==> src/sv/tgr_ram.sv <==
// ----------------------------------------------------------------------------
// tgr_ram
// Simple dual-port RAM: one write port, one read port with registered data.
// ----------------------------------------------------------------------------
`default_nettype none

module tgr_ram #(
	parameter int Width = 8,
	parameter int Depth = 64
) (
	input  logic                     clk,
	input  logic                     we,
	input  logic [$clog2(Depth)-1:0] waddr,
	input  logic [Width-1:0]         wdata,
	input  logic [$clog2(Depth)-1:0] raddr,
	output logic [Width-1:0]         rdata
);

	logic [Width-1:0] mem_q [Depth];

	always_ff @(posedge clk) begin
		if (we) begin
			mem_q[waddr] <= wdata;
		end
	end

	always_ff @(posedge clk) begin
		rdata <= mem_q[raddr];
	end

endmodule

`default_nettype wire

==> config.mk <==
export PLATFORM = sky130hd
export DESIGN_NAME = tgr_ram
export DESIGN_NICKNAME = d
export VERILOG_FILES = /design/src/sv/tgr_ram.sv
export SDC_FILE = /design/constraint.sdc
export NUM_CORES = 1
export LEC_CHECK = 0
export BUFFER_PORTS_ARGS = -buffer_cell sky130_fd_sc_hd__buf_2
export CORE_ASPECT_RATIO = 2
export CORE_MARGIN = 2
export CORE_UTILIZATION = 60
export CTS_CLUSTER_SIZE = 16
export DETAILED_ROUTE_END_ITERATION = 10
export PLACE_DENSITY = 0.76
export SYNTH_ARGS = -nofsm -noshare
export SYNTH_HDL_FRONTEND = slang
export SYNTH_SLANG_ARGS = --single-unit
==> constraint.sdc <==
create_clock -name clk -period 2.25 [get_ports clk]
set_input_delay 0.225 -clock clk [delete_from_list [all_inputs] [get_ports clk]]
set_output_delay 0.225 -clock clk [all_outputs]
set_load 0.03 [all_outputs]
==> out/summary.txt <==
initial core utilization -> 60.38%
cell at the slowest stage of the critical path -> mux4_2
syn_area_per_cell -> 21.45 um2
synthesized flop and latch total -> 520
Tmin final -> 2065 ps
clk sinks -> 520
final hold violations -> 0
fin cells -> 1554
post-route ant nets -> 0
Hold-fix buffers, CTS -> 0
CTS max path bufs -> 3
Clock Skew -> 16.72 ps
Synth area leaders -> edfxtp_1, mux4_2, nor2_1
# diodes -> 0
Synth cell types -> 40
Adder-Cell Fraction of Synth Area -> 0%
Synth Area in Compound Gates -> 2.072%
Placement Cell Area -> 21640 um2
Post-Syn Area -> 20170 um2
Horiz. Die Dim -> 133.6 um
CTS clk-pin slew, worst paths -> 70 ps
Initial DRT Pass Iterations -> 5
setup tns final -> 0 ps
Peak supply drop -> 0.6023 mV
RSZ-0062 raised after global routing -> no
CTS tree -> built
H-tree depth -> 2
first-pass GRT wire length -> 67730 um
vias in the first global route -> 10.52k
dpl cells -> 1484
period utilization -> 91.78%
Worst Path Max Fanout -> 1
HPWL Detailed -> 30560 um
remaining global-route overflow -> 0
mux contribution to synthesized area -> 15.94%
initial antenna violation count -> 2
Worst-Margin Slew -> 888.2 ps
aggregate global-route resource usage -> 27.20%
sequential cell area fraction in the yosys report -> 77.03%
Layout Nets -> 1113
PostCTS Resize Cnt -> 0
Synth top cells by count -> edfxtp_1, mux4_2, nor2_1
largest stage delay on the critical path -> 530 ps
EDFF count, synth -> 512
XOR/XNOR share of the synthesized area -> 0%
Worst Path Arrival -> 2480 ps
Synthesis Warnings -> 0
Via density -> 6.501
critical path class -> register to register
share of Yosys cell area claimed by the top area cell type -> 76.24%
post-synthesis cell count -> 940
LEAKAGE -> 7.395 nW
via count -> 10.10k
Post-CTS Setup Repair Bufs -> 0
maxcap violations -> 0
Area Growth Syn to Fin -> 13.61%
area leader, netlist -> edfxtp_1
WP buf/inv -> 0
Die Ht -> 263.3 um
CP startpoint kind -> register
Root Driver -> clkbuf_16
clk_lat worst skew -> 550 ps
Final Max Tran Viols -> 0
Synth Area in Simple Gates -> 3.388%
CP endpoint kind -> register
Worst slew margin -> 40.79%
Power per Cell Area -> 820.8 nW/um2
Routed wire per std cell -> 29.95 um
CP Cell Sequence -> mux4_2, mux2_2, o221a_2, nor3_1, o32ai_1
Post-synth ARST share -> 0%
share of layout cells above drive strength 1 -> 31.40%
largest family of logic cells by synthesized area -> multiplexers
pin count of the biggest net entering global routing -> 65
# setup viols final -> 0
Core Box Area -> 33400 um2
Final Total Pwr -> 18.81 mW
Max Clk Rate -> 484.2 MHz
ys flop type -> edfxtp_1
gpl congestion -> 0.8902
Mapped Nets -> 962
total CTS buffers -> 41
Tightest Hold Check Type -> primary input to register
outcome -> completed
row count -> 95
IO buf count -> 29
cell with the most instances after synthesis -> edfxtp_1
cell family with most CP delay -> multiplexers
Top-Level Pins -> 30
Die Area -> 35180 um2
CP required -> 2670 ps
DRC viols -> 0
final WL -> 46550 um
initial DRC count -> 1156
design area -> 22910 um2
[worst reg2reg max path: stages, from the launching register on]
cell and delay [ps]:
edfxtp_1 360, mux4_2 530, mux2_2 300, o221a_2 300, nor3_1 310, o32ai_1 140
[registers in the layout, indices dropped and copies added (netlist names)]
name and count:
rdata 8, mem_q 512
[cells by family (layout without fill, tap and decap cells)]
group,Yosys count,in the layout
flops,520,520
mux,162,162
simple gates,153,153
compound gates,54,54
buf+inv,51,229
[metal layers]
metal,routed length [um],track usage [%],vias to the layer above
met5,0,0,-
met4,2876,14.89,0
met3,2657,3.485,126
met2,25610,48.65,478
met1,15410,31.65,5290
li1,-,-,4209
[worst paths after layout]
| kind | start | cells past startpoint | endpoint | slack (ps) |
|---|---|---|---|---|
| setup / recovery | mem_q[29][4] | 5 | rdata[4] | 180 |
| hold / removal | raddr[5] | 3 | rdata[6] | 150 |
| setup reg to reg | mem_q[29][4] | 5 | rdata[4] | 180 |
| hold reg to reg | mem_q[62][6] | 5 | rdata[6] | 890 |
[layout make-up]
| type | count | area [um2] |
|---|---|---|
| fill | 1990 | 10490 |
| clock inverter | 19 | 162.7 |
| sequential | 520 | 15530 |
| timing repair buffer | 159 | 1247 |
| clock buffer | 51 | 1106 |
| multi-input combinational | 369 | 4315 |
| tap | 436 | 545.5 |
[where the power goes]
part / internal [mW] / switching, mW / leakage (nW) / total, mW
clock network: 3.82 / 3.13 / 0.615 / 6.95
logic: 0.448 / 0.663 / 2.11 / 1.11
registers: 10.7 / 0.0291 / 4.67 / 10.7
[through the flow]
step | hold WS, ps | worst slack [ps] | utilization, %
3_5_place_dp | 665.3 | -39.44 | 64.80
5_1_grt | 150.5 | 183.5 | 68.60
4_1_cts | 111.6 | 201.5 | 68.60
3_3_place_gp | 674.1 | -28.93 | 64.80
6_report | 151.8 | 184.9 | 68.60
2_1_floorplan | 323.9 | 357.3 | -
[cell usage in the layout, fill, tap and decap left out, types with 7 or more instances in the layout]
cell type and n:
buf_12 9, buf_2 26, buf_4 123, clkbuf_1 8
clkbuf_16 43, clkinv_1 11, dfxtp_1 8, edfxtp_1 512
mux2_2 13, mux2i_1 23, mux4_2 126, nand2_1 19
nand2b_1 7, nand3_1 13, nor2_1 83, nor2b_1 14
nor3_1 7, o221ai_1 8, o22ai_1 8
Note: power is estimated with default switching activity, not from simulation.
